File: config.mk
export PLATFORM = sky130hd
export DESIGN_NAME = lcd_segment_frame_builder_top
export DESIGN_NICKNAME = d
export VERILOG_FILES = /design/src/hw/rtl/lcdfb_pkg.sv /design/src/hw/rtl/lcdfb_front.sv /design/src/hw/rtl/lcdfb_queue.sv /design/src/hw/rtl/lcdfb_back.sv /design/src/hw/rtl/lcd_segment_frame_builder_top.sv
export SDC_FILE = /design/constraint.sdc
export NUM_CORES = 1
export LEC_CHECK = 0
export BUFFER_PORTS_ARGS = -buffer_cell sky130_fd_sc_hd__buf_2
export CAP_MARGIN = 10
export CORE_ASPECT_RATIO = 0.7
export CORE_UTILIZATION = 60
export DETAILED_ROUTE_END_ITERATION = 10
export PLACE_DENSITY = 0.83
export SYNTH_ARGS = -nofsm -noshare
export SYNTH_HDL_FRONTEND = slang
export SYNTH_HIERARCHICAL = 1
export SYNTH_SLANG_ARGS = --single-unit
File: constraint.sdc
create_clock -name clock -period 14.7 [get_ports clock]
set_clock_uncertainty 0.15 [all_clocks]
set_input_delay 0.735 -clock clock [delete_from_list [all_inputs] [get_ports clock]]
set_output_delay 0.735 -clock clock [all_outputs]
set_load 0.005 [all_outputs]
File: src/hw/rtl/lcdfb_pkg.sv
package lcdfb_pkg;

   // Widths fixed by the frame format
   localparam int INDEX_WIDTH = 5;
   localparam int SEG_BYTES   = 8;
   localparam int SEG_IDX_W   = 3;
   localparam int QUEUE_DEPTH = 2;

   // Blink counter: wraps after 9, indicators lit below the limit
   localparam logic [3:0] BLINK_LAST  = 4'd9;
   localparam logic [3:0] BLINK_LIMIT = 4'd5;

   // Divide by ten through reciprocal multiplies
   localparam logic [15:0] DIST_DIV10_MUL   = 16'd52429;
   localparam int          DIST_DIV10_SHIFT = 19;
   localparam logic [7:0]  SPD_DIV10_MUL    = 8'd205;
   localparam int          SPD_DIV10_SHIFT  = 11;
   localparam logic [3:0]  DIGIT_BASE       = 4'd10;
   localparam logic [15:0] DIST_HUNDRED     = 16'd100;

   // Segment masks
   localparam logic [7:0] SEG_TURN_LEFT  = 8'h20;
   localparam logic [7:0] SEG_TURN_RIGHT = 8'h01;
   localparam logic [7:0] SEG_NEAR_LIGHT = 8'h10;
   localparam logic [7:0] SEG_HALL_ERR   = 8'h40;
   localparam logic [7:0] SEG_BAR_ERR    = 8'h80;
   localparam logic [7:0] SEG_CTRL_ERR   = 8'h80;
   localparam logic [7:0] SEG_BRAKE      = 8'h80;
   localparam logic [7:0] SEG_BAT_FRAME  = 8'h81;
   localparam logic [7:0] SEG_BAT_FIRST  = 8'h01;
   localparam logic [7:0] SEG_BAT_L2     = 8'h03;
   localparam logic [7:0] SEG_BAT_L3     = 8'h07;
   localparam logic [7:0] SEG_BAT_L4     = 8'h0F;
   localparam logic [7:0] SEG_BAT_L5     = 8'h4F;
   localparam logic [7:0] SEG_DIST_UNIT  = 8'h10;
   localparam logic [7:0] SEG_DIST_HUND  = 8'h08;
   localparam logic [7:0] SEG_MODE1      = 8'h04;
   localparam logic [7:0] SEG_MODE2      = 8'h02;
   localparam logic [7:0] SEG_MODE3      = 8'h08;
   localparam logic [7:0] SEG_MODE4      = 8'h08;
   localparam logic [7:0] SEG_MODE_MASK3 = 8'h0E;

   // Battery levels and assist modes
   localparam logic [2:0] BAT_EMPTY = 3'd0;
   localparam logic [2:0] BAT_L1    = 3'd1;
   localparam logic [2:0] BAT_L2    = 3'd2;
   localparam logic [2:0] BAT_L3    = 3'd3;
   localparam logic [2:0] BAT_L4    = 3'd4;
   localparam logic [2:0] BAT_L5    = 3'd5;
   localparam logic [2:0] MODE_1    = 3'd1;
   localparam logic [2:0] MODE_2    = 3'd2;
   localparam logic [2:0] MODE_3    = 3'd3;
   localparam logic [2:0] MODE_4    = 3'd4;

   typedef struct packed {
      logic        turn_left;
      logic        turn_right;
      logic        near_light;
      logic        hall_error;
      logic        handlebar_error;
      logic        controller_error;
      logic        braked;
      logic [2:0]  battery_level;
      logic [15:0] distance;
      logic [7:0]  speed_value;
      logic [2:0]  speed_mode;
   } req_type;

   typedef struct packed {
      logic [INDEX_WIDTH-1:0] byte_index;
      logic [7:0]             segment_byte;
      logic                   last_byte;
   } rsp_type;

   typedef logic [SEG_BYTES-1:0][7:0] frame_type;

   function automatic logic [7:0] dist_segments(input logic [3:0] digit);
      logic [7:0] seg;
      unique case (digit)
         4'd0: seg = 8'hF5;
         4'd1: seg = 8'h60;
         4'd2: seg = 8'hD3;
         4'd3: seg = 8'hF2;
         4'd4: seg = 8'h66;
         4'd5: seg = 8'hB6;
         4'd6: seg = 8'hB7;
         4'd7: seg = 8'hE0;
         4'd8: seg = 8'hF7;
         4'd9: seg = 8'hF6;
         default: seg = 8'h00;
      endcase
      return seg;
   endfunction

   function automatic logic [7:0] speed_segments(input logic [3:0] digit);
      logic [7:0] seg;
      unique case (digit)
         4'd0: seg = 8'h5F;
         4'd1: seg = 8'h06;
         4'd2: seg = 8'h6B;
         4'd3: seg = 8'h2F;
         4'd4: seg = 8'h36;
         4'd5: seg = 8'h3D;
         4'd6: seg = 8'h7D;
         4'd7: seg = 8'h07;
         4'd8: seg = 8'h7F;
         4'd9: seg = 8'h3F;
         default: seg = 8'h00;
      endcase
      return seg;
   endfunction

endpackage

File: src/hw/rtl/lcdfb_front.sv
module lcdfb_front (
   input  logic                 clock,
   input  logic                 reset,
   input  logic                 push,
   output logic                 full,
   input  lcdfb_pkg::req_type   req_data,
   output logic                 frame_valid,
   input  logic                 frame_ready,
   output lcdfb_pkg::frame_type frame
);

   logic                s1_valid_ff;
   lcdfb_pkg::req_type  s1_snap_ff;
   logic [3:0]          s1_phase_ff;
   logic [12:0]         s1_dq_ff;
   logic [4:0]          s1_sq_ff;

   logic                s2_valid_ff;
   lcdfb_pkg::req_type  s2_snap_ff;
   logic [3:0]          s2_phase_ff;
   logic [12:0]         s2_dq_ff;
   logic [9:0]          s2_dqq_ff;
   logic [3:0]          s2_dones_ff;
   logic [3:0]          s2_sones_ff;
   logic [3:0]          s2_stens_ff;

   logic [3:0]  phase_ff;
   logic [3:0]  phase_in;
   logic        s1_ready;
   logic        s2_ready;
   logic        accept;
   logic [31:0] dist_prod;
   logic [15:0] spd_prod;
   logic [28:0] dq_prod;
   logic [15:0] dones_wide;
   logic [7:0]  sones_wide;
   logic [3:0]  stens;
   logic [12:0] dtens_wide;
   logic [3:0]  dtens;
   logic        blink_on;

   // Stall a stage only when it holds an item the next one cannot take
   assign s2_ready = !s2_valid_ff || frame_ready;
   assign s1_ready = !s1_valid_ff || s2_ready;
   assign full     = !s1_ready;
   assign accept   = push && s1_ready;

   // Advance the blink counter once per request
   assign phase_in = (phase_ff == lcdfb_pkg::BLINK_LAST) ? 4'd0 : phase_ff + 4'd1;

   always_ff @(posedge clock) begin
      if (reset) begin
         phase_ff <= 4'd0;
      end else if (accept) begin
         phase_ff <= phase_in;
      end
   end

   // First divide by ten of distance and speed
   assign dist_prod = 32'(req_data.distance) * 32'(lcdfb_pkg::DIST_DIV10_MUL);
   assign spd_prod  = 16'(req_data.speed_value) * 16'(lcdfb_pkg::SPD_DIV10_MUL);

   always_ff @(posedge clock) begin
      if (reset) begin
         s1_valid_ff <= 1'b0;
      end else if (s1_ready) begin
         s1_valid_ff <= accept;
      end
   end

   always_ff @(posedge clock) begin
      if (accept) begin
         s1_snap_ff  <= req_data;
         s1_phase_ff <= phase_in;
         s1_dq_ff    <= dist_prod[lcdfb_pkg::DIST_DIV10_SHIFT +: 13];
         s1_sq_ff    <= spd_prod[lcdfb_pkg::SPD_DIV10_SHIFT +: 5];
      end
   end

   // Second divide by ten and the ones digits
   assign dq_prod    = 29'(s1_dq_ff) * 29'(lcdfb_pkg::DIST_DIV10_MUL);
   assign dones_wide = s1_snap_ff.distance - 16'(s1_dq_ff) * 16'(lcdfb_pkg::DIGIT_BASE);
   assign sones_wide = s1_snap_ff.speed_value - 8'(s1_sq_ff) * 8'(lcdfb_pkg::DIGIT_BASE);

   // Fold speed tens (at most 25) into one digit
   always_comb begin
      priority if (s1_sq_ff >= 5'd20) begin
         stens = 4'(s1_sq_ff - 5'd20);
      end else if (s1_sq_ff >= 5'd10) begin
         stens = 4'(s1_sq_ff - 5'd10);
      end else begin
         stens = 4'(s1_sq_ff);
      end
   end

   always_ff @(posedge clock) begin
      if (reset) begin
         s2_valid_ff <= 1'b0;
      end else if (s2_ready) begin
         s2_valid_ff <= s1_valid_ff;
      end
   end

   always_ff @(posedge clock) begin
      if (s2_ready && s1_valid_ff) begin
         s2_snap_ff  <= s1_snap_ff;
         s2_phase_ff <= s1_phase_ff;
         s2_dq_ff    <= s1_dq_ff;
         s2_dqq_ff   <= dq_prod[lcdfb_pkg::DIST_DIV10_SHIFT +: 10];
         s2_dones_ff <= dones_wide[3:0];
         s2_sones_ff <= sones_wide[3:0];
         s2_stens_ff <= stens;
      end
   end

   assign dtens_wide = s2_dq_ff - 13'(s2_dqq_ff) * 13'(lcdfb_pkg::DIGIT_BASE);
   assign dtens      = dtens_wide[3:0];
   assign blink_on   = s2_phase_ff < lcdfb_pkg::BLINK_LIMIT;

   // Build the segment image
   always_comb begin
      frame = '0;
      if (s2_snap_ff.turn_left && blink_on) frame[7] |= lcdfb_pkg::SEG_TURN_LEFT;
      if (s2_snap_ff.turn_right && blink_on) frame[3] |= lcdfb_pkg::SEG_TURN_RIGHT;
      if (s2_snap_ff.near_light) frame[7] |= lcdfb_pkg::SEG_NEAR_LIGHT;
      if (s2_snap_ff.hall_error) frame[7] |= lcdfb_pkg::SEG_HALL_ERR;
      if (s2_snap_ff.handlebar_error) frame[7] |= lcdfb_pkg::SEG_BAR_ERR;
      if (s2_snap_ff.controller_error) frame[1] |= lcdfb_pkg::SEG_CTRL_ERR;
      if (s2_snap_ff.braked) frame[0] |= lcdfb_pkg::SEG_BRAKE;

      frame[4] |= lcdfb_pkg::SEG_BAT_FRAME;
      unique case (s2_snap_ff.battery_level)
         lcdfb_pkg::BAT_EMPTY: begin
            if (s2_phase_ff > lcdfb_pkg::BLINK_LIMIT) begin
               frame[4] &= ~lcdfb_pkg::SEG_BAT_FIRST;
            end
         end
         lcdfb_pkg::BAT_L1: frame[4] |= lcdfb_pkg::SEG_BAT_FIRST;
         lcdfb_pkg::BAT_L2: frame[4] |= lcdfb_pkg::SEG_BAT_L2;
         lcdfb_pkg::BAT_L3: frame[4] |= lcdfb_pkg::SEG_BAT_L3;
         lcdfb_pkg::BAT_L4: frame[4] |= lcdfb_pkg::SEG_BAT_L4;
         lcdfb_pkg::BAT_L5: frame[4] |= lcdfb_pkg::SEG_BAT_L5;
         default: ;
      endcase

      frame[5] |= lcdfb_pkg::dist_segments(s2_dones_ff);
      frame[6] |= lcdfb_pkg::dist_segments(dtens);
      if (s2_snap_ff.distance >= lcdfb_pkg::DIST_HUNDRED) frame[6] |= lcdfb_pkg::SEG_DIST_HUND;
      frame[4] |= lcdfb_pkg::SEG_DIST_UNIT;

      frame[1] |= lcdfb_pkg::speed_segments(s2_sones_ff);
      frame[0] |= lcdfb_pkg::speed_segments(s2_stens_ff);

      unique case (s2_snap_ff.speed_mode)
         lcdfb_pkg::MODE_1: frame[3] |= lcdfb_pkg::SEG_MODE1;
         lcdfb_pkg::MODE_2: frame[3] |= lcdfb_pkg::SEG_MODE2;
         lcdfb_pkg::MODE_3: frame[3] |= lcdfb_pkg::SEG_MODE3;
         lcdfb_pkg::MODE_4: frame[5] |= lcdfb_pkg::SEG_MODE4;
         default: begin
            frame[3] &= ~lcdfb_pkg::SEG_MODE_MASK3;
            frame[5] &= ~lcdfb_pkg::SEG_MODE4;
         end
      endcase
   end

   assign frame_valid = s2_valid_ff;

endmodule

File: src/hw/rtl/lcdfb_queue.sv
module lcdfb_queue (
   input  logic                 clock,
   input  logic                 reset,
   input  logic                 wr_valid,
   output logic                 wr_ready,
   input  lcdfb_pkg::frame_type wr_frame,
   output logic                 rd_valid,
   input  logic                 rd_pop,
   output lcdfb_pkg::frame_type rd_frame
);

   localparam int PTR_W = (lcdfb_pkg::QUEUE_DEPTH > 1) ? $clog2(lcdfb_pkg::QUEUE_DEPTH) : 1;
   localparam int CNT_W = $clog2(lcdfb_pkg::QUEUE_DEPTH + 1);

   lcdfb_pkg::frame_type entry_ff [lcdfb_pkg::QUEUE_DEPTH];
   logic [PTR_W-1:0] wr_ptr_ff;
   logic [PTR_W-1:0] rd_ptr_ff;
   logic [CNT_W-1:0] count_ff;
   logic             do_wr;
   logic             do_rd;

   assign wr_ready = count_ff != CNT_W'(lcdfb_pkg::QUEUE_DEPTH);
   assign rd_valid = count_ff != '0;
   assign do_wr    = wr_valid && wr_ready;
   assign do_rd    = rd_pop && rd_valid;
   assign rd_frame = entry_ff[rd_ptr_ff];

   // Store the frame
   always_ff @(posedge clock) begin
      if (do_wr) begin
         entry_ff[wr_ptr_ff] <= wr_frame;
      end
   end

   // Advance pointers and occupancy
   always_ff @(posedge clock) begin
      if (reset) begin
         wr_ptr_ff <= '0;
         rd_ptr_ff <= '0;
         count_ff  <= '0;
      end else begin
         if (do_wr) begin
            wr_ptr_ff <= (wr_ptr_ff == PTR_W'(lcdfb_pkg::QUEUE_DEPTH - 1)) ? '0
                                                                          : wr_ptr_ff + 1'b1;
         end
         if (do_rd) begin
            rd_ptr_ff <= (rd_ptr_ff == PTR_W'(lcdfb_pkg::QUEUE_DEPTH - 1)) ? '0
                                                                          : rd_ptr_ff + 1'b1;
         end
         if (do_wr && !do_rd) begin
            count_ff <= count_ff + 1'b1;
         end else if (do_rd && !do_wr) begin
            count_ff <= count_ff - 1'b1;
         end
      end
   end

endmodule

File: src/hw/rtl/lcdfb_back.sv
module lcdfb_back #(
   parameter int FRAME_BYTES = 18
) (
   input  logic                 clock,
   input  logic                 reset,
   input  logic                 frame_valid,
   output logic                 frame_pop,
   input  lcdfb_pkg::frame_type frame,
   output logic                 empty,
   input  logic                 pop,
   output lcdfb_pkg::rsp_type   rsp_data
);

   logic [lcdfb_pkg::INDEX_WIDTH-1:0] idx_ff;
   logic                              out_valid_ff;
   lcdfb_pkg::rsp_type                out_ff;
   lcdfb_pkg::rsp_type                out_in;
   logic                              load;
   logic                              at_last;

   assign load    = frame_valid && (!out_valid_ff || pop);
   assign at_last = idx_ff == lcdfb_pkg::INDEX_WIDTH'(FRAME_BYTES - 1);
   assign frame_pop = load && at_last;

   // Pick the next byte of the head frame
   always_comb begin
      out_in.byte_index   = idx_ff;
      out_in.segment_byte = (idx_ff < lcdfb_pkg::INDEX_WIDTH'(lcdfb_pkg::SEG_BYTES))
                            ? frame[idx_ff[lcdfb_pkg::SEG_IDX_W-1:0]] : 8'h00;
      out_in.last_byte    = at_last;
   end

   // Step the byte counter and hold the output register
   always_ff @(posedge clock) begin
      if (reset) begin
         idx_ff       <= '0;
         out_valid_ff <= 1'b0;
      end else begin
         if (load) begin
            idx_ff <= at_last ? '0 : idx_ff + 1'b1;
         end
         if (load) begin
            out_valid_ff <= 1'b1;
         end else if (pop) begin
            out_valid_ff <= 1'b0;
         end
      end
   end

   always_ff @(posedge clock) begin
      if (load) begin
         out_ff <= out_in;
      end
   end

   assign empty    = !out_valid_ff;
   assign rsp_data = out_ff;

endmodule

File: src/hw/rtl/lcd_segment_frame_builder_top.sv
// LCD segment frame builder.
// Request channel: drive req_data with a vehicle status snapshot and raise
// push; the request is taken on a clock edge where push is high and full low.
// Response channel: while empty is low, rsp_data holds the oldest frame byte
// (index, segment bits, last-byte flag); raising pop takes it.
// Each request yields FRAME_BYTES responses, indexes 0 up to FRAME_BYTES-1,
// the last one flagged. Bytes past the eighth carry no segments.
// The first byte of a frame passes the front stage registers, the frame queue
// and the output byte register. Throughput: one byte per cycle while pop is
// held high, set by the single output byte register; the front stays open
// while a 2-frame queue has room, so requests overlap serializing old frames.
// Reset (synchronous) empties the pipeline and queue and sets the blink
// counter to zero; the counter advances on every request.
// When the receiver stalls, the output byte holds, the queue fills, and
// full rises once the front stages are occupied; nothing is dropped.
module lcd_segment_frame_builder_top #(
   parameter int FRAME_BYTES = 18
) (
   input  logic               clock,
   input  logic               reset,
   input  logic               push,
   output logic               full,
   input  lcdfb_pkg::req_type req_data,
   output logic               empty,
   input  logic               pop,
   output lcdfb_pkg::rsp_type rsp_data
);

   logic                 fr_valid;
   logic                 fr_ready;
   lcdfb_pkg::frame_type fr_frame;
   logic                 q_valid;
   logic                 q_pop;
   lcdfb_pkg::frame_type q_frame;

   lcdfb_front u_front (
      .clock       (clock),
      .reset       (reset),
      .push        (push),
      .full        (full),
      .req_data    (req_data),
      .frame_valid (fr_valid),
      .frame_ready (fr_ready),
      .frame       (fr_frame)
   );

   lcdfb_queue u_queue (
      .clock    (clock),
      .reset    (reset),
      .wr_valid (fr_valid),
      .wr_ready (fr_ready),
      .wr_frame (fr_frame),
      .rd_valid (q_valid),
      .rd_pop   (q_pop),
      .rd_frame (q_frame)
   );

   lcdfb_back #(
      .FRAME_BYTES (FRAME_BYTES)
   ) u_back (
      .clock       (clock),
      .reset       (reset),
      .frame_valid (q_valid),
      .frame_pop   (q_pop),
      .frame       (q_frame),
      .empty       (empty),
      .pop         (pop),
      .rsp_data    (rsp_data)
   );

endmodule
==> results.sh, run 1 <==
export IMPL_busiest_layer="met2"
export IMPL_crit_path_max_incr_delay_ps=540
export IMPL_setup_violations=0
export IMPL_crit_path_start_kind="primary input"
export IMPL_fin_tns_setup_ps=0
export IMPL_relSlewSlack=0.300
export IMPL_initial_utilization=0.619
export IMPL_synth_cell_types=80
export IMPL_syn_area_per_cell_um2=12.7
export IMPL_slew_violations=0
export IMPL_status="finished clean"
export IMPL_nets=2058
export IMPL_clock_root_buffer="clkbuf_16"
export IMPL_placed_area_um2=20200
export IMPL_setup_ws_ps=9030
export IMPL_clock_fmax_mhz=176
export IMPL_synth_warnings=6
export IMPL_dpl_hpwl_um=29000
export IMPL_synth_edff_count=247
export IMPL_synthDominantCellAreaShare=0.379
export IMPL_yosysSeqAreaShare=0.418
export IMPL_drt_initial_drc_count=1019
export IMPL_maxCapViolCount=0
export IMPL_grt_util_all_layers=0.238
export IMPL_ioPinCount=57
export IMPL_finalInstanceArea_um2=21100
export IMPL_path_common_cell="fa_1"
export IMPL_cp_cell_sequence="buf_2, ha_1, inv_1, fa_1, inv_1, fa_1, fa_1, fa_1, inv_1, fa_1, inv_1, ha_1, and4_1, nand4_1, a311oi_2, a21oi_2, o2111ai_1, or3b_1"
export IMPL_async_flop_share=0
export IMPL_grt_pass1_wl_um=61800
export IMPL_drc=0
export IMPL_clock_sinks=285
export IMPL_finalCriticalPeriod_ps=5670
export IMPL_routabilityCongestion=0.942
export IMPL_ys_ff_latch=285
export IMPL_wl_per_cell_um=18.5
export IMPL_die_y_um=153
export IMPL_grt_antenna_before_repair=0
export IMPL_yosys_top_cells_area="edfxtp_1, ha_1, fa_1"
export IMPL_crit_family="adder cells"
export IMPL_die_area_um2=33300
export IMPL_cp_data_required_time_ps=14870
export IMPL_dr_total_vias=11500
export IMPL_cts_resized_gates=0
export IMPL_clockBufferDepth=3
export IMPL_area_delta_synth_final_pct=8.09
export IMPL_viasPerCell=5.58
export IMPL_grtUsageMet3=0.0589
export IMPL_cts_tree="yes"
export IMPL_hold_viol_final=0
export IMPL_wirelength_um=38000
export IMPL_grt_use_met2=0.368
export IMPL_met1_usage=0.348
export IMPL_io_buffer_count=56
export IMPL_cts_setup_buffers=0
export IMPL_synth_commonest_cells="inv_1, ha_1, edfxtp_1"
export IMPL_nFillCells=2218
export IMPL_cts_clk_slew_worst_paths_ps=60
export IMPL_arrival_ps=5840
export IMPL_grt_pass1_vias=11800
export IMPL_die_w_um=218
export IMPL_grt_max_degree=65
export IMPL_worstSetupEndpointType="flip-flop"
export IMPL_rsz0062_at_grt="false"
export IMPL_final_layout_size_suffix_gt1_frac=0.127
export IMPL_cp_max_fo=10
export IMPL_core_um2=31600
export IMPL_seqCellArea_um2=8180
export IMPL_clock_latency_ps=570
export IMPL_yosys_area_top_type="edfxtp_1"
export IMPL_netlist_area_um2=19600
export IMPL_worst_slew_pin_slew_ps=1050
export IMPL_fin_crit_sh=0.386
export IMPL_antenna_cells=0
export IMPL_grt_overflow=0
export IMPL_place_ws_ps=8510
export IMPL_holdCritPathClass="primary input to flip-flop"
export IMPL_cp_slowest_cell="fa_1"
export IMPL_synth_most_common_cell="inv_1"
export IMPL_htreeDepth=1
export IMPL_cp_buffers_inverters=5
export IMPL_ys_flop_type="edfxtp_1"
export IMPL_synth_cells=1544
export IMPL_crit_type="primary input to flip-flop"
export IMPL_multi_input_area_um2=9950
export IMPL_cts_hold_buf=0
export IMPL_rows=54
export IMPL_dr_pass1_iters=5
export IMPL_drtAntennaViolNets=0
export IMPL_cts_made_buffers=28
-- cells by family after synthesis --
logic type,after synthesis,synth area share
other,2,0.000384
flip-flops,285,0.418
XOR/XNOR,45,0.0201
AND/OR/NAND/NOR,181,0.0492
AO/OA/AOI/OAI,165,0.0577
multiplexers,98,0.0664
buffers and inverters,364,0.0772
adder cells (fa/ha/maj),404,0.311
-- area by class of cell --
| type | count | share of cell area |
|---|---|---|
| clock buffer | 28 | 0.0331 |
| inverter | 323 | 0.0573 |
| timing repair buffer | 63 | 0.0157 |
| multi-input combinational | 912 | 0.470 |
| sequential | 285 | 0.387 |
| clock inverter | 24 | 0.0117 |
| tap | 420 | 0.0249 |
-- worst register-to-register path: stages, from the launching register on --
cell and delay [ps]:
edfxtp_1 500, ha_1 350, inv_1 60, fa_1 590, inv_1 90, fa_1 490
fa_1 590, fa_1 430, ha_1 330, a21o_1 190, a21oi_1 140, o21ai_0 100
a32o_1 250, o41ai_1 330, xnor2_1 110
-- layout by cell type (no fill, tap or decap), types with 8 or more instances in the layout --
master	n
nand3_1	14
nand2_1	38
buf_2	56
nor3_1	16
conb_1	19
a21oi_1	33
edfxtp_1	247
mux2i_1	14
and2_1	12
mux2_2	65
xnor2_1	28
mux4_2	9
o21ai_0	38
a21o_1	14
xor2_1	17
a22o_1	10
fa_1	137
clkbuf_16	28
a31oi_1	10
dfxtp_1	37
inv_1	321
nor2_1	42
o21a_1	8
nand2b_1	9
ha_1	267
-- sequential cells by signal, indices dropped and copies added, names as in the netlist, 2 cells and up, named ones only --
name                 flops
u_queue/entry_ff       128
u_front/s1_snap_ff      33
u_front/s2_snap_ff      28
u_front/frame           21
u_back/rsp_data         14
u_front/s1_dq_ff        13
u_back/idx_ff            5
u_front/s1_sq_ff         5
u_front/phase_ff         4
u_front/s1_phase_ff      4
u_front/s2_dq_ff         4
u_front/s2_phase_ff      4
u_front/s2_sones_ff      4
u_front/s2_stens_ff      4
u_front/s2_dones_ff      3
u_front/s2_dqq_ff        3
u_queue/count_ff         2
-- layer usage --
layer,part of all wire,vias up
met2,0.45,321
met5,0,-
met3,0.073,46
met1,0.46,5682
met4,0.014,0
li1,-,5409
-- metrics by stage --
stage / instances / hold slack (ps) / util
global placement: 2002 / 251 / 0.639
finish: 2055 / 188 / 0.669
detailed placement: 2002 / 255 / 0.639
global route: 2055 / 158 / 0.669
floorplan: 1561 / 250 / -
CTS: 2054 / 162 / 0.669
-- path summary, 6_finish.rpt --
path	slack (ps)	depth (start not counted)	end	from
worst max-delay path	9030	18	u_front/s1_dq_ff[6]	req_data[13]
worst min-delay path	190	1	u_front/s1_snap_ff[32]	req_data[32]
worst max register to register	9740	14	u_front/s2_dqq_ff[2]	u_front/s1_dq_ff[7]
worst min register to register	270	0	u_front/s2_snap_ff[28]	u_front/s1_snap_ff[28]
Power of run 1 is left out: the tool's default activity adds up to more than one toggle a clock period on the data nets, which glitch-free logic cannot reach.
==> run 2: changes to the inputs <==
- CORE_UTILIZATION: 60 -> 58
- PLACE_DENSITY: 0.83 -> 0.84
- clock period: 14.7 -> 4.7 ns (I/O delays scaled with it)
==> results.sh, run 2 (synthesis gave the netlist of run 1 again) <==
export IMPL_cp_max_fo=6
export IMPL_hold_start="req_data[27]"
export IMPL_drc=0
export IMPL_worstSetupEndpointType="flip-flop"
export IMPL_grt_use_met2=0.388
export IMPL_die_w_um=222
export IMPL_finalCriticalPeriod_ps=4740
export IMPL_met1_usage=0.330
export IMPL_placed_area_um2=21100
export IMPL_relSlewSlack=0.303
export IMPL_grtUsageMet3=0.0546
export IMPL_core_um2=32800
export IMPL_top_regs="u_queue/entry_ff x128, u_front/s1_snap_ff x33, u_front/s2_snap_ff x28"
export IMPL_clock_fmax_mhz=211
export IMPL_cts_made_buffers=28
export IMPL_cp_data_required_time_ps=4860
export IMPL_startpoint="req_data[12]"
export IMPL_fin_tns_setup_ps=-56.9
export IMPL_viasPerCell=5.45
export IMPL_grt_overflow=0
export IMPL_clock_sinks=285
export IMPL_rows=55
export IMPL_rsz0062_at_grt="true"
export IMPL_top_register="u_queue/entry_ff"
export IMPL_worst_slew_pin_slew_ps=1050
export IMPL_dpl_hpwl_um=30400
export IMPL_dr_pass1_iters=5
export IMPL_largest_reg_flops=128
export IMPL_busiest_layer="met2"
export IMPL_timing_rr_start="u_front/s1_dq_ff[11]"
export IMPL_hold_viol_final=0
export IMPL_setup_ws_ps=-39.5
export IMPL_routabilityCongestion=0.905
export IMPL_clockBufferDepth=3
export IMPL_drtAntennaViolNets=0
export IMPL_grt_pass1_vias=12500
export IMPL_holdCritPathClass="primary input to flip-flop"
export IMPL_clock_root_buffer="clkbuf_16"
export IMPL_drt_initial_drc_count=855
export IMPL_crit_path_start_kind="primary input"
export IMPL_status="finished, violations left"
export IMPL_die_area_um2=34500
export IMPL_ioPinCount=57
export IMPL_dr_total_vias=12000
export IMPL_grt_max_degree=61
export IMPL_place_ws_ps=-837
export IMPL_io_buffer_count=56
export IMPL_nets=2205
export IMPL_grt_antenna_before_repair=0
export IMPL_maxCapViolCount=0
export IMPL_final_common_cell="inv_1"
export IMPL_cts_tree="yes"
export IMPL_htreeDepth=1
export IMPL_final_cell_mix="inv_1, ha_1, edfxtp_1"
export IMPL_setup_violations=3
export IMPL_antenna_cells=0
export IMPL_wl_per_cell_um=18.4
export IMPL_fin_crit_sh=1.01
export IMPL_violations="setup timing"
export IMPL_area_delta_synth_final_pct=17.0
export IMPL_grt_util_all_layers=0.239
export IMPL_die_y_um=156
export IMPL_crit_type="primary input to flip-flop"
export IMPL_cts_clk_slew_worst_paths_ps=70
export IMPL_grt_pass1_wl_um=64200
export IMPL_initial_utilization=0.597
export IMPL_finalInstanceArea_um2=22900
export IMPL_clock_latency_ps=570
export IMPL_slew_violations=0
export IMPL_arrival_ps=4900
export IMPL_final_layout_size_suffix_gt1_frac=0.205
export IMPL_wirelength_um=40700
[run 2: final timing paths]
check / end / slack, ps / cells past startpoint
worst max register to register: u_front/s2_dqq_ff[1] / 120 / 16
worst min-delay path: u_front/s1_snap_ff[27] / 220 / 2
worst min register to register: u_front/s2_snap_ff[1] / 260 / 0
worst max-delay path: u_front/s1_dq_ff[6] / -40 / 17
[run 2: critical path, cell delays in order]
cell and delay, ps:
buf_8 110, ha_4 290, xor2_4 200, ha_4 230, fa_1 510, fa_1 450, fa_1 570, inv_2 40
fa_1 550, inv_2 50, ha_4 270, and4_4 240, nand4_1 110, a311oi_2 340, a21oi_4 140, o2111ai_2 180
or3b_1 360
[run 2: timing repair]
item,CTS,global route
endpoints found under the setup margin,11,14
endpoints found under the hold margin,50,0
resized for setup,13,45
setup buffers,1,6
pin swaps,6,15
hold buffers,37,0
[run 2: area by class of cell]
type                    count  area [µm²]
clock buffers              40         838
clock inverters            12         206
fillers                  2068        9860
inverters                 323        1210
multi-input cells         912       10300
flip-flops and latches    285        8180
well taps                 427         534
repair buffers            210        1580
[run 2: metrics by stage]
stage	cells	hold WS, ps	utilization
final	2209	219	0.699
after global routing	2209	201	0.699
after CTS	2202	198	0.691
after detailed placement	2112	255	0.644
after global placement	2112	251	0.644
after floorplan	1561	154	-
[run 2: metal layers]
layer,vias to the layer above,share of wire
met2,346,0.46
met1,5934,0.45
met4,0,0.018
met5,-,0
li1,5704,-
met3,57,0.069
Power of run 2 is left out for the same reason.
==> run 3: changes to the inputs <==
- SETUP_SLACK_MARGIN: unset -> 0.15
==> results.sh, run 3 (synthesis gave the netlist of run 1 again) <==
export IMPL_drtAntennaViolNets=0
export IMPL_grt_antenna_before_repair=2
export IMPL_maxCapViolCount=0
export IMPL_hold_start="req_data[32]"
export IMPL_largest_reg_flops=128
export IMPL_crit_path_start_kind="primary input"
export IMPL_worstSetupEndpointType="flip-flop"
export IMPL_cts_tree="yes"
export IMPL_final_cells=2208
export IMPL_io_buffer_count=56
export IMPL_cts_clk_slew_worst_paths_ps=70
export IMPL_status="finished, violations left"
export IMPL_core_um2=32800
export IMPL_dr_pass1_iters=5
export IMPL_die_area_um2=34500
export IMPL_grt_max_degree=47
export IMPL_placed_area_um2=21100
export IMPL_antenna_cells=0
export IMPL_drc=0
export IMPL_fin_util=0.701
export IMPL_clock_sinks=285
export IMPL_top_register="u_queue/entry_ff"
export IMPL_fin_crit_sh=1.01
export IMPL_cp_max_fo=4
export IMPL_clock_root_buffer="clkbuf_16"
export IMPL_holdCritPathClass="primary input to flip-flop"
export IMPL_cp_data_required_time_ps=4860
export IMPL_reg2reg_depth=15
export IMPL_finalCriticalPeriod_ps=4770
export IMPL_cts_made_buffers=28
export IMPL_hold_end="u_front/s1_snap_ff[32]"
export IMPL_crit_type="primary input to flip-flop"
export IMPL_relSlewSlack=0.280
export IMPL_grt_pass1_vias=13000
export IMPL_die_y_um=156
export IMPL_setup_ws_ps=-66.8
export IMPL_hold_viol_final=0
export IMPL_die_w_um=222
export IMPL_wirelength_um=42600
export IMPL_timing_rr_start="u_front/s1_dq_ff[11]"
export IMPL_worst_slew_pin_slew_ps=1080
export IMPL_min_path_cells=2
export IMPL_routabilityCongestion=0.948
export IMPL_setup_violations=4
export IMPL_viasPerCell=5.58
export IMPL_clock_fmax_mhz=210
export IMPL_drt_initial_drc_count=881
export IMPL_top_regs="u_queue/entry_ff x128, u_front/s1_snap_ff x33, u_front/s2_snap_ff x28"
export IMPL_grt_util_all_layers=0.247
export IMPL_area_delta_synth_final_pct=17.4
export IMPL_rrSetupSlack_ps=70
export IMPL_grt_overflow=0
export IMPL_rsz0062_at_grt="true"
export IMPL_reg2reg_to="u_front/s2_dqq_ff[2]"
export IMPL_dpl_hpwl_um=30500
export IMPL_wl_per_cell_um=19.3
export IMPL_finalInstanceArea_um2=23000
export IMPL_clockBufferDepth=3
export IMPL_rows=55
export IMPL_arrival_ps=4930
export IMPL_nets=2204
export IMPL_final_cell_mix="inv_1, edfxtp_1, ha_1"
export IMPL_grt_pass1_wl_um=66900
export IMPL_ioPinCount=57
export IMPL_slew_violations=0
export IMPL_final_layout_size_suffix_gt1_frac=0.216
export IMPL_dr_total_vias=12300
export IMPL_startpoint="req_data[14]"
export IMPL_violations="setup timing"
export IMPL_dp_cells=2106
export IMPL_clock_latency_ps=560
export IMPL_htreeDepth=1
export IMPL_initial_utilization=0.597
export IMPL_final_common_cell="inv_1"
run 3: worst max-delay path by stage:
stage | endpoint | slack [ps]
5_1_grt | u_front/s1_dq_ff[6] | -200
3_5_place_dp | u_front/s1_dq_ff[6] | -660
2_1_floorplan | u_front/s1_dq_ff[6] | -240
3_3_place_gp | u_front/s1_dq_ff[6] | -520
4_1_cts | u_front/s1_dq_ff[6] | 40
6_report | u_front/s1_dq_ff[9] | -70
run 3: repair_timing:
item,in CTS,in global routing
setup endpoints to repair,12,15
pin swaps,21,43
hold endpoints to repair,50,0
cloned,0,0
hold buffers,37,0
buffers inserted,5,7
gates resized for setup,28,51
run 3: through the flow:
stage          hold WS [ps]  setup slack (ps)  TNS [ps]
2_1_floorplan           154              -236     -1030
3_3_place_gp            253              -518     -4610
3_5_place_dp            255              -656     -5990
4_1_cts                 209              41.1         0
5_1_grt                 211              -203     -1290
6_report                232             -66.8      -183
run 3: area by class of cell:
| cell class | count | area (µm²) |
|---|---|---|
| Clock buffer | 36 | 782 |
| Clock inverter | 16 | 224 |
| Fill cell | 2031 | 9790 |
| Inverter | 323 | 1220 |
| Multi-Input combinational cell | 912 | 10500 |
| Sequential cell | 285 | 8180 |
| Tap cell | 427 | 534 |
| Timing Repair Buffer | 209 | 1570 |
run 3: critical path, cell delays in order:
cell     delay, ps
buf_8          110
ha_4           270
inv_2           40
fa_1           530
inv_1           50
fa_1           500
fa_1           460
fa_1           550
inv_2           50
fa_1           490
inv_2           50
ha_4           210
and4_4         180
buf_4          130
a21o_1         190
a31oi_2        170
a31oi_1        120
buf_4          170
a211o_1        300
xnor2_1        120
run 3: routing by layer:
| layer | vias to the layer above | global-route usage | routed length (µm) |
|---|---|---|---|
| met1 | 6128 | 0.337 | 18400 |
| met5 | - | 0 | 27 |
| li1 | 5711 | - | - |
| met4 | 4 | 0.0496 | 806 |
| met2 | 409 | 0.409 | 20200 |
| met3 | 79 | 0.0550 | 3170 |
Power of run 3 is left out for the same reason.
